===== src/tsqs_pkg.sv =====
`timescale 1ns / 1ps
// Shared types and constants for the touch sample qualifier and scaler.
package tsqs_pkg;

    localparam int SAMPLE_BITS = 12;
    localparam int POS_BITS    = 12;
    localparam int PROD_BITS   = SAMPLE_BITS + POS_BITS;
    localparam int IDX_BITS    = 3;
    localparam int DIV_STAGES  = POS_BITS;
    // qualify, multiply, saturation check, then one stage per quotient bit
    localparam int LANE_LAT    = 3 + DIV_STAGES;

    localparam logic [POS_BITS-1:0] POS_MAX = {POS_BITS{1'b1}};

    localparam logic [SAMPLE_BITS-1:0] RST_X_MIN     = 12'h133;
    localparam logic [SAMPLE_BITS-1:0] RST_X_MAX     = 12'hEDA;
    localparam logic [SAMPLE_BITS-1:0] RST_Y_MIN     = 12'h0D0;
    localparam logic [SAMPLE_BITS-1:0] RST_Y_MAX     = 12'hE2F;
    localparam logic [SAMPLE_BITS-1:0] RST_NOISE_LIM = 12'd10;
    localparam logic [POS_BITS-1:0]    RST_WIDTH     = 12'd240;
    localparam logic [POS_BITS-1:0]    RST_HEIGHT    = 12'd320;

    typedef enum logic [IDX_BITS-1:0] {
        CFG_X_MIN     = 3'd0,
        CFG_X_MAX     = 3'd1,
        CFG_Y_MIN     = 3'd2,
        CFG_Y_MAX     = 3'd3,
        CFG_NOISE_LIM = 3'd4,
        CFG_WIDTH     = 3'd5,
        CFG_HEIGHT    = 3'd6
    } t_cfg_idx;

    typedef struct packed {
        logic                   pen_down;
        logic [SAMPLE_BITS-1:0] x_first;
        logic [SAMPLE_BITS-1:0] y_first;
        logic [SAMPLE_BITS-1:0] x_second;
        logic [SAMPLE_BITS-1:0] y_second;
    } t_touch_in;

    typedef struct packed {
        logic                touch_valid;
        logic [POS_BITS-1:0] screen_x;
        logic [POS_BITS-1:0] screen_y;
    } t_touch_out;

    // calibration of one axis
    typedef struct packed {
        logic [SAMPLE_BITS-1:0] lo;
        logic [SAMPLE_BITS-1:0] hi;
        logic [POS_BITS-1:0]    span;
    } t_axis_cfg;

    // what one lane hands to the merge stage
    typedef struct packed {
        logic                ok;
        logic [POS_BITS-1:0] pos;
    } t_lane_res;

    // state carried through the divider pipeline
    typedef struct packed {
        logic                   ok;
        logic                   sat;
        logic [SAMPLE_BITS-1:0] rem;
        logic [POS_BITS-1:0]    low;
        logic [POS_BITS-1:0]    q;
        logic [SAMPLE_BITS-1:0] den;
    } t_div_st;

endpackage


===== src/touch_sample_qualify_and_scale.sv =====
`timescale 1ns / 1ps
// Top level: configuration registers, X and Y lanes, and the merge stage.
//
// Touch sample qualifier and scaler. Raise start with a sample item on
// i_item; busy is never high, so an item transfers on every cycle that start
// is high, one per clock with no gaps required. Each item yields exactly one
// result: o_result is presented for a single cycle with o_result_strobe
// high. There is no backpressure on the result side, so the receiver must
// capture the result in that cycle. Each result passes through the per-axis
// pipeline: one stage to qualify and offset, one for the 12x12 multiply, one
// for the saturation check, twelve restoring-division stages (one quotient
// bit each), and the merge stage that updates the held position.
// X and Y run in two identical lanes; the merge marks the result valid only
// when both lanes qualify, otherwise it repeats the last valid position.
// Calibration registers are written through i_cfg_we / i_cfg_idx / i_cfg_data
// and must only change while no item is in flight.
module touch_sample_qualify_and_scale (
    input  logic                               i_clk,
    input  logic                               i_rst_n,
    input  logic                               start,
    output logic                               busy,
    input  tsqs_pkg::t_touch_in                i_item,
    output logic                               o_result_strobe,
    output tsqs_pkg::t_touch_out               o_result,
    input  logic                               i_cfg_we,
    input  logic [tsqs_pkg::IDX_BITS-1:0]      i_cfg_idx,
    input  logic [tsqs_pkg::SAMPLE_BITS-1:0]   i_cfg_data
);

    localparam int SB  = tsqs_pkg::SAMPLE_BITS;
    localparam int PB  = tsqs_pkg::POS_BITS;
    localparam int LAT = tsqs_pkg::LANE_LAT;

    // calibration registers
    logic [SB-1:0] r_x_min, r_x_max, r_y_min, r_y_max, r_noise_lim;
    logic [PB-1:0] r_width, r_height;

    // per-item valid tracking alongside the lanes
    logic [LAT-1:0] r_vld;
    logic [LAT-1:0] n_vld;
    logic           accept;

    // held position and result flags
    logic [PB-1:0] r_held_x, r_held_y;
    logic          r_out_valid;
    logic          r_strobe;
    logic          n_both;

    tsqs_pkg::t_axis_cfg cfg_x, cfg_y;
    tsqs_pkg::t_lane_res res_x, res_y;

    assign busy   = 1'b0;   // fully pipelined, always ready
    assign accept = start && !busy;

    // configuration write decode
    always_ff @(posedge i_clk) begin
        if (!i_rst_n) begin
            r_x_min     <= tsqs_pkg::RST_X_MIN;
            r_x_max     <= tsqs_pkg::RST_X_MAX;
            r_y_min     <= tsqs_pkg::RST_Y_MIN;
            r_y_max     <= tsqs_pkg::RST_Y_MAX;
            r_noise_lim <= tsqs_pkg::RST_NOISE_LIM;
            r_width     <= tsqs_pkg::RST_WIDTH;
            r_height    <= tsqs_pkg::RST_HEIGHT;
        end else if (i_cfg_we) begin
            unique case (tsqs_pkg::t_cfg_idx'(i_cfg_idx))
                tsqs_pkg::CFG_X_MIN:     r_x_min     <= i_cfg_data;
                tsqs_pkg::CFG_X_MAX:     r_x_max     <= i_cfg_data;
                tsqs_pkg::CFG_Y_MIN:     r_y_min     <= i_cfg_data;
                tsqs_pkg::CFG_Y_MAX:     r_y_max     <= i_cfg_data;
                tsqs_pkg::CFG_NOISE_LIM: r_noise_lim <= i_cfg_data;
                tsqs_pkg::CFG_WIDTH:     r_width     <= i_cfg_data;
                tsqs_pkg::CFG_HEIGHT:    r_height    <= i_cfg_data;
                default: ;  // unmapped index: write dropped
            endcase
        end
    end

    assign cfg_x.lo   = r_x_min;
    assign cfg_x.hi   = r_x_max;
    assign cfg_x.span = r_width;
    assign cfg_y.lo   = r_y_min;
    assign cfg_y.hi   = r_y_max;
    assign cfg_y.span = r_height;

    // pen-down gates both lanes; each lane checks its own noise and calibration
    tsqs_lane u_lane_x (
        .i_clk    (i_clk),
        .i_en     (i_item.pen_down),
        .i_first  (i_item.x_first),
        .i_second (i_item.x_second),
        .i_lim    (r_noise_lim),
        .i_cfg    (cfg_x),
        .o_res    (res_x)
    );

    tsqs_lane u_lane_y (
        .i_clk    (i_clk),
        .i_en     (i_item.pen_down),
        .i_first  (i_item.y_first),
        .i_second (i_item.y_second),
        .i_lim    (r_noise_lim),
        .i_cfg    (cfg_y),
        .o_res    (res_y)
    );

    // valid shift matches the lane latency
    assign n_vld = {r_vld[LAT-2:0], accept};

    // merge: new position only when both axes qualify
    assign n_both = r_vld[LAT-1] && res_x.ok && res_y.ok;

    always_ff @(posedge i_clk) begin
        if (!i_rst_n) begin
            r_vld       <= '0;
            r_held_x    <= '0;
            r_held_y    <= '0;
            r_out_valid <= 1'b0;
            r_strobe    <= 1'b0;
        end else begin
            r_vld       <= n_vld;
            r_out_valid <= n_both;
            r_strobe    <= r_vld[LAT-1];
            if (n_both) begin
                r_held_x <= res_x.pos;
                r_held_y <= res_y.pos;
            end
        end
    end

    // result is the held position, so an invalid result repeats the last one
    assign o_result_strobe      = r_strobe;
    assign o_result.touch_valid = r_out_valid;
    assign o_result.screen_x    = r_held_x;
    assign o_result.screen_y    = r_held_y;

    // every accepted item produces a result after the fixed latency
    a_latency: assert property (@(posedge i_clk) disable iff (!i_rst_n)
        accept |-> ##(LAT+1) o_result_strobe)
        else $error("result strobe missing after accepted item");

    // a valid flag never appears without its strobe
    a_valid_strobe: assert property (@(posedge i_clk) disable iff (!i_rst_n)
        o_result.touch_valid |-> o_result_strobe)
        else $error("touch_valid without result strobe");

    // an invalid result leaves the held position untouched
    a_hold: assert property (@(posedge i_clk) disable iff (!i_rst_n)
        (o_result_strobe && !o_result.touch_valid)
            |-> ($stable(o_result.screen_x) && $stable(o_result.screen_y)))
        else $error("held position changed on invalid result");

    // the strobe never runs ahead of the item pipeline
    a_strobe_src: assert property (@(posedge i_clk) disable iff (!i_rst_n)
        o_result_strobe |-> $past(r_vld[LAT-1]))
        else $error("result strobe without item in flight");

endmodule


===== src/tsqs_div_stage.sv =====
`timescale 1ns / 1ps
// One registered restoring-division step: produces one quotient bit.
module tsqs_div_stage (
    input  logic              i_clk,
    input  tsqs_pkg::t_div_st i_st,
    output tsqs_pkg::t_div_st o_st
);

    logic [tsqs_pkg::SAMPLE_BITS:0] trial;
    logic [tsqs_pkg::SAMPLE_BITS:0] diff;
    logic                           ge;
    tsqs_pkg::t_div_st              n_st;
    tsqs_pkg::t_div_st              r_st;

    always_comb begin
        trial = {i_st.rem, i_st.low[tsqs_pkg::POS_BITS-1]};
        diff  = trial - {1'b0, i_st.den};
        ge    = (trial >= {1'b0, i_st.den});
        n_st      = i_st;
        n_st.rem  = ge ? diff[tsqs_pkg::SAMPLE_BITS-1:0] : trial[tsqs_pkg::SAMPLE_BITS-1:0];
        n_st.low  = {i_st.low[tsqs_pkg::POS_BITS-2:0], 1'b0};
        n_st.q    = {i_st.q[tsqs_pkg::POS_BITS-2:0], ge};
    end

    always_ff @(posedge i_clk) begin
        r_st <= n_st;
    end

    assign o_st = r_st;

endmodule


===== src/tsqs_lane.sv =====
`timescale 1ns / 1ps
// One axis lane: noise check, average, offset, multiply and pipelined divide.
module tsqs_lane (
    input  logic                             i_clk,
    input  logic                             i_en,
    input  logic [tsqs_pkg::SAMPLE_BITS-1:0] i_first,
    input  logic [tsqs_pkg::SAMPLE_BITS-1:0] i_second,
    input  logic [tsqs_pkg::SAMPLE_BITS-1:0] i_lim,
    input  tsqs_pkg::t_axis_cfg              i_cfg,
    output tsqs_pkg::t_lane_res              o_res
);

    localparam int SB = tsqs_pkg::SAMPLE_BITS;
    localparam int PB = tsqs_pkg::POS_BITS;
    localparam int WB = tsqs_pkg::PROD_BITS;

    logic [SB:0]   sum;
    logic [SB-1:0] avg;
    logic [SB-1:0] adiff;
    logic          n_a_ok;

    logic          r_a_ok;
    logic [SB-1:0] r_a_off;
    logic [SB-1:0] r_a_den;
    logic [PB-1:0] r_a_span;

    logic          r_b_ok;
    logic [WB-1:0] r_b_num;
    logic [SB-1:0] r_b_den;

    tsqs_pkg::t_div_st r_c_st;
    tsqs_pkg::t_div_st st [tsqs_pkg::DIV_STAGES+1];

    // stage A: qualify the pair and form the axis offset and span
    always_comb begin
        sum    = {1'b0, i_first} + {1'b0, i_second};
        avg    = sum[SB:1];
        adiff  = (i_first >= i_second) ? (i_first - i_second) : (i_second - i_first);
        n_a_ok = i_en && (adiff < i_lim) && (avg > i_cfg.lo) && (i_cfg.hi > i_cfg.lo);
    end

    always_ff @(posedge i_clk) begin
        r_a_ok   <= n_a_ok;
        r_a_off  <= avg - i_cfg.lo;
        r_a_den  <= i_cfg.hi - i_cfg.lo;
        r_a_span <= i_cfg.span;
    end

    // stage B: product span * offset
    always_ff @(posedge i_clk) begin
        r_b_ok  <= r_a_ok;
        r_b_num <= {{(WB-PB){1'b0}}, r_a_span} * {{(WB-SB){1'b0}}, r_a_off};
        r_b_den <= r_a_den;
    end

    // stage C: quotient overflows the output range iff upper half >= divisor
    always_ff @(posedge i_clk) begin
        r_c_st.ok  <= r_b_ok;
        r_c_st.sat <= (r_b_num[WB-1:PB] >= r_b_den);
        r_c_st.rem <= r_b_num[WB-1:PB];
        r_c_st.low <= r_b_num[PB-1:0];
        r_c_st.q   <= '0;
        r_c_st.den <= r_b_den;
    end

    assign st[0] = r_c_st;

    for (genvar k = 0; k < tsqs_pkg::DIV_STAGES; k++) begin : g_div
        tsqs_div_stage u_step (
            .i_clk (i_clk),
            .i_st  (st[k]),
            .o_st  (st[k+1])
        );
    end

    assign o_res.ok  = st[tsqs_pkg::DIV_STAGES].ok;
    assign o_res.pos = st[tsqs_pkg::DIV_STAGES].sat ? tsqs_pkg::POS_MAX
                                                    : st[tsqs_pkg::DIV_STAGES].q;

endmodule


===== config.mk =====
export PLATFORM = sky130hd
export DESIGN_NAME = touch_sample_qualify_and_scale
export DESIGN_NICKNAME = d
export VERILOG_FILES = /design/src/tsqs_pkg.sv /design/src/touch_sample_qualify_and_scale.sv /design/src/tsqs_div_stage.sv /design/src/tsqs_lane.sv
export SDC_FILE = /design/constraint.sdc
export NUM_CORES = 2
export LEC_CHECK = 0
export BUFFER_PORTS_ARGS = -buffer_cell sky130_fd_sc_hd__buf_2
export CORE_UTILIZATION = 40
export CTS_BUF_LIST = sky130_fd_sc_hd__clkbuf_8
export DETAILED_ROUTE_END_ITERATION = 12
export REMOVE_ABC_BUFFERS = 1
export SYNTH_ARGS = -nofsm -noshare
export SYNTH_HDL_FRONTEND = slang
export SYNTH_SLANG_ARGS = --single-unit

===== constraint.sdc =====
create_clock -name i_clk -period 5 [get_ports i_clk]
set_clock_uncertainty 0.1 [all_clocks]
set_input_delay 0.5 -clock i_clk [delete_from_list [all_inputs] [get_ports i_clk]]
set_output_delay 0.5 -clock i_clk [all_outputs]
set_load 0.05 [all_outputs]

Word-level counts from Yosys, hierarchy flattened --
Index checks and enable logic that the tools add are counted.
Storage, ports and cells: register bits after elaboration 1213, input bits 68, output and inout port bits 27, word-level logic and storage cells 290
Operators by class: add/subtract/negate cells 32, $mul 2, order comparisons 34, eq/ne operators 6, multiplexer cells 26, reduce and logical (&&, ||, !) cells 16
Operator list (count):
- $sub 12x12->12 | 30
- $ge 13x12->1 | 24
- $mux 12 | 26
- $ge 12x12->1 | 4
- $gt 12x12->1 | 4
- $mul 12x12->24 | 2
- $add 12x12->13 | 2
- $lt 12x12->1 | 2
- $reduce_and 2->1 | 7
- $eq 3x3->1 const B | 3
- $logic_and 1x1->1 | 8
- $eq 3x2->1 const B | 2
- $eq 3x1->1 const B | 1
- $logic_not 3->1 | 1

Logic depth before layout (Yosys ltp) --
word-level depth 6, gate-level depth with buffers 21, depth with buffers taken out 20

Modules after synthesis --
Synthesis repeated with hierarchy kept, for this count alone.
Unflattened totals: cell total of the unflattened synthesis 6544, area total of the unflattened synthesis 69593.0 µm²
By module, submodules not included:
- tsqs_div_stage at u_lane_x.g_div[0].u_step ... | instances 23, cells each 159, area an instance 1848.0 µm², seq. area each 980.9 µm²
- tsqs_lane at u_lane_y | instances 1, cells each 1164, area an instance 10450.0 µm², seq. area each 2242.2 µm²
- tsqs_lane at u_lane_x | instances 1, cells each 1112, area an instance 10142.2 µm², seq. area each 2242.2 µm²
- touch_sample_qualify_and_scale | instances 1, cells each 452, area an instance 4647.0 µm², seq. area each 2502.4 µm²
- tsqs_div_stage at u_lane_y.g_div[1].u_step | instances 1, cells each 159, area an instance 1849.3 µm², seq. area each 980.9 µm²

Worst setup path before layout --
No wires, ideal clock.
kind register to register, start point reg u_lane_x.r_a_off[5], end point reg u_lane_x.r_b_num[21], setup time 0.072 ns, data arrival time 5.261 ns, data required time 4.828 ns, slack -0.433 ns, stages on the path, launching flop included 20, path buffers 1, clock period less this slack 5.433 ns, cells stage by stage dfxtp_1 > clkbuf_1 > nand2_1 > fa_1 > fa_1 > fa_1 > inv_1 > fa_1 > inv_1 > fa_1 > inv_1 > ha_1 > nor4_1 > o21ai_0 > a31o_2 > o21a_1 > o41ai_1 > o21bai_1 > a21oi_1 > xnor2_1
Between the ends: longest elaborated chain between the ends 1
RTL lines:
- start: declaration | line tsqs_lane.sv:23 | logic [SB-1:0] r_a_off;
- start signal: assignment | line tsqs_lane.sv:44 | r_a_off <= avg - i_cfg.lo;
- $mul 12x12->24 | line tsqs_lane.sv:52 | r_b_num <= {{(WB-PB){1'b0}}, r_a_span} * {{(WB-SB){1'b0}}, r_a_off};
- end signal: assignment | line tsqs_lane.sv:52
- end: declaration | line tsqs_lane.sv:28 | logic [WB-1:0] r_b_num;
No other way between the ends. A chain may end at the register's enable or synchronous reset.

Worst setup path in the final report --
start point reg u_lane_y.r_a_off[6], end point reg u_lane_y.r_b_num[22]
Between the ends: longest elaborated chain between the ends 1
RTL lines (line):
- start: declaration | tsqs_lane.sv:23
- start signal: assignment | tsqs_lane.sv:44
- $mul 12x12->24 | tsqs_lane.sv:52
- end signal: assignment | tsqs_lane.sv:52
- end: declaration | tsqs_lane.sv:28
No other way between the ends.

==> flow_metrics.env <==
export IMPL_cts_buffer_depth=3
export IMPL_tightest_slew_ns=1.26
export IMPL_r2r_end="u_lane_y.r_b_num[22]$_DFF_P_"
export IMPL_synth_area_leaders="dfxtp_1 (42%), ha_1 (13%), fa_1 (8.1%)"
export IMPL_worst_slack_ns=-0.00712
export IMPL_hold_violations=0
export IMPL_via_per_inst=4.74
export IMPL_final_cells=8211
export IMPL_finalSetupViolCount=2
export IMPL_cts_htree_levels=4
export IMPL_whs_ns=0.126
export IMPL_routed_via_count=38899
export IMPL_hold_class="input pin to register"
export IMPL_grt_pass1_wl_mm=190
export IMPL_syn_area_per_cell_um2=9.85
export IMPL_path_clk_slew_ns=0.06
export IMPL_ff2ff_path_depth=18
export IMPL_yosysUniqueCellTypes=65
export IMPL_fin_crit_sh=1.00
export IMPL_critPathKind="register to register"
export IMPL_arrival_ns=5.64
export IMPL_grt_overflow=0
export IMPL_dp_hpwl_mm=86.6
export IMPL_start_util=0.404
export IMPL_io_buffers=93
export IMPL_path_cells="buf_6 -> and2_1 -> fa_1 -> fa_1 -> fa_1 -> fa_1 -> inv_2 -> fa_1 -> inv_2 -> ha_4 -> buf_6 -> nand2_4 -> a211oi_4 -> o21ai_2 -> a21boi_1 -> buf_4 -> mux2i_1 -> nand3_1"
export IMPL_reg2reg_setup_slack_ns=-0.007
export IMPL_grtUsageTotal=0.158
export IMPL_crit_fanout=6
export IMPL_synth_area_mm2=0.0573
export IMPL_route_detailed_drc=0
export IMPL_pin_count=95
export IMPL_endpoint_kind="register"
export IMPL_cts_buffers=191
export IMPL_drt_initial_drc_count=1394
export IMPL_nets=7045
export IMPL_synth_yosys_seq_area_share=0.424
export IMPL_ys_ff_latch=1213
export IMPL_core_mm2=0.142
export IMPL_cts_tree="yes"
export IMPL_hold_depth=5
export IMPL_routabilityCongestion=0.912
export IMPL_hold_start="i_cfg_idx[1]"
export IMPL_wl_per_cell_um=13.8
export IMPL_worstPathRequired_ns=5.63
export IMPL_synth_main_ff_cell="dfxtp_1"
export IMPL_slew_headroom=0.155
export IMPL_crit_top_cell="fa_1"
export IMPL_finalWorstPathRequiredPeriod_ns=5.01
export IMPL_drtPass1Iterations=6
export IMPL_finalMaxSlewViolations=0
export IMPL_finalPower_mw=47.0
export IMPL_grt_pass1_vias=40422
export IMPL_cp_slowest_cell="fa_1"
export IMPL_status="finished with violations"
export IMPL_ant_nets=0
export IMPL_cts_root_buffer_cell="clkbuf_8"
export IMPL_synthArstFlopShare=0
export IMPL_failed_checks="setup timing"
export IMPL_drive_above_1_share=0.137
export IMPL_hold_end="r_noise_lim[11]$_SDFFE_PN0P_"
export IMPL_yosysTopAreaCell="dfxtp_1"
export IMPL_nFillCells=13207
export IMPL_fp_dieW_um=380
export IMPL_cpPeakStageDelay_ns=0.56
export IMPL_dp_cells=7824
export IMPL_grt_max_degree=77
export IMPL_die_area_mm2=0.145
export IMPL_power_density_mw_per_mm2=712
export IMPL_rows=138
export IMPL_fp_dieH_um=380
export IMPL_rsz0062_at_grt="true"
export IMPL_cap_violations=0
export IMPL_synth_edf_count=0
export IMPL_reg2reg_from="u_lane_y.r_a_off[6]$_DFF_P_"
export IMPL_max_freq_mhz=200
export IMPL_critPathLaunchType="register"
export IMPL_postRouteWirelength_mm=113
export IMPL_power_leakage_nw=31.8
export IMPL_grt_antenna_before_repair=6
export IMPL_yosysWarnings=0
export IMPL_clock_latency_ns=0.88
export IMPL_post_route_util=0.466
export IMPL_synth_top_area_share=0.424
export IMPL_cts_sinks=1213
export IMPL_fin_tns_setup_ns=-0.0118
export IMPL_irDropWorstVdd_uv=912
export IMPL_syn_inst=5817
export IMPL_syn_to_final_growth_pct=15.4
==> Yosys cell counts (7+ instances only) <==
library cell / count
dfxtp_1: 1213
inv_1: 769
ha_1: 576
nand2_1: 538
a21oi_1: 279
o21ai_0: 235
fa_1: 232
nor2_1: 221
xnor2_1: 193
and2_1: 140
a21o_1: 131
mux2_2: 127
clkbuf_1: 124
nor3_1: 115
xor2_1: 89
nor2b_1: 81
a21boi_0: 76
nand3_1: 68
nand2b_1: 65
nand4_1: 50
mux2i_1: 48
o21a_1: 44
o211ai_1: 42
o31ai_1: 41
o21bai_1: 38
a31oi_1: 28
nor3b_1: 28
and3_1: 21
a211o_1: 18
a211oi_1: 18
or3_1: 18
a2111o_1: 16
a221o_1: 14
or2_2: 14
or4_1: 13
a221oi_1: 8
nand3b_1: 8
o21ai_1: 8
o311a_1: 7
==> sequential cells by signal, summed over array words and instances (netlist names), 15 cells and up <==
name	cells
u_lane_y.r_b_num	24
u_lane_x.g_div.u_step.o_st	432
r_vld	15
u_lane_y.r_c_st	38
u_lane_x.r_c_st	38
u_lane_y.g_div.u_step.o_st	432
u_lane_x.r_b_num	24
==> layer usage <==
metal	track usage	wire length, um	up-vias
met4	0.0721	4440	4
met5	0	31	-
met3	0.0284	3960	261
met2	0.277	54300	622
li1	-	-	20026
met1	0.186	50300	17986
==> cells in the final DEF (no fill, tap or decap), types with 92 or more instances in the layout <==
master    count
dfxtp_1    1185
inv_1       793
ha_1        554
nand2_1     526
a21oi_1     267
clkbuf_8    237
fa_1        222
nor2_1      216
o21ai_0     213
xnor2_1     193
buf_4       147
a21o_1      131
and2_1      128
mux2_2      127
nor3_1      113
buf_2        92
==> critical path: cells and delay by family (launching register included) <==
family / cells / cell delay, ns
adders and majority gates: 6 / 2.91
muxes: 1 / 0.18
buffers and inverters: 5 / 0.48
AOI/OAI and AO/OA: 3 / 0.54
DFF: 1 / 0.36
and+or+nand+nor: 3 / 0.28
==> cell type report <==
class | instances | area, um2 | area share
antenna | 6 | 15.0 | 0.000227
clock buffer | 237 | 3260 | 0.0494
clock inverter | 102 | 818 | 0.0124
inverter | 772 | 2900 | 0.0438
multi-input combinational | 3701 | 30200 | 0.457
sequential | 1213 | 24400 | 0.368
tap | 1890 | 2360 | 0.0358
timing repair buffer | 290 | 2170 | 0.0328
==> cells by family after synthesis <==
group                    count (synthesis)  share of synthesized area
buffers and inverters                  903                     0.0595
other                                    1                  0.0000655
AO/OA/AOI/OAI                         1032                      0.115
AND/OR/NAND/NOR                       1403                      0.118
multiplexers                           175                     0.0333
XOR/XNOR                               282                     0.0431
flip-flops                            1213                      0.424
adder cells (fa/ha/maj)                808                      0.207
==> repair_timing <==
action,4_1_cts,5_1_grt
endpoints found under the hold margin,86,0
gates resized for setup,128,92
gates cloned,0,0
pin swaps,82,47
buffers inserted,9,17
endpoints found under the setup margin,17,16
hold buffers,16,0
==> how the worst max path moves through the flow <==
stage	from	endpoint	slack, ns	cells after the start
after floorplan	u_lane_x.r_a_off[5]$_DFF_P_	u_lane_x.r_b_num[21]$_DFF_P_	-0.31	18
after global placement	u_lane_y.r_a_off[4]$_DFF_P_	u_lane_y.r_b_num[23]$_DFF_P_	-0.42	21
after detailed placement	u_lane_y.r_a_off[4]$_DFF_P_	u_lane_y.r_b_num[23]$_DFF_P_	-0.50	21
after CTS	u_lane_y.r_a_span[5]$_DFF_P_	u_lane_y.r_b_num[23]$_DFF_P_	-0.13	19
after global routing	u_lane_x.r_a_off[4]$_DFF_P_	u_lane_x.r_b_num[21]$_DFF_P_	-0.31	20
final	u_lane_y.r_a_off[6]$_DFF_P_	u_lane_y.r_b_num[22]$_DFF_P_	-0.007	18
==> metrics by stage <==
step / area, um2 / setup WS (ns)
after floorplan: 56800 / -0.313
after global placement: 60800 / -0.424
after detailed placement: 60800 / -0.498
after CTS: 65600 / -0.130
after global routing: 66100 / -0.311
final: 66100 / -0.00712
==> where the power goes <==
part           total, mW  internal (mW)  switching, mW
registers           13.6           12.5           1.15
clock network       8.64           4.79           3.86
logic               24.8           12.1           12.7
Power figures use the tool's default switching activity.
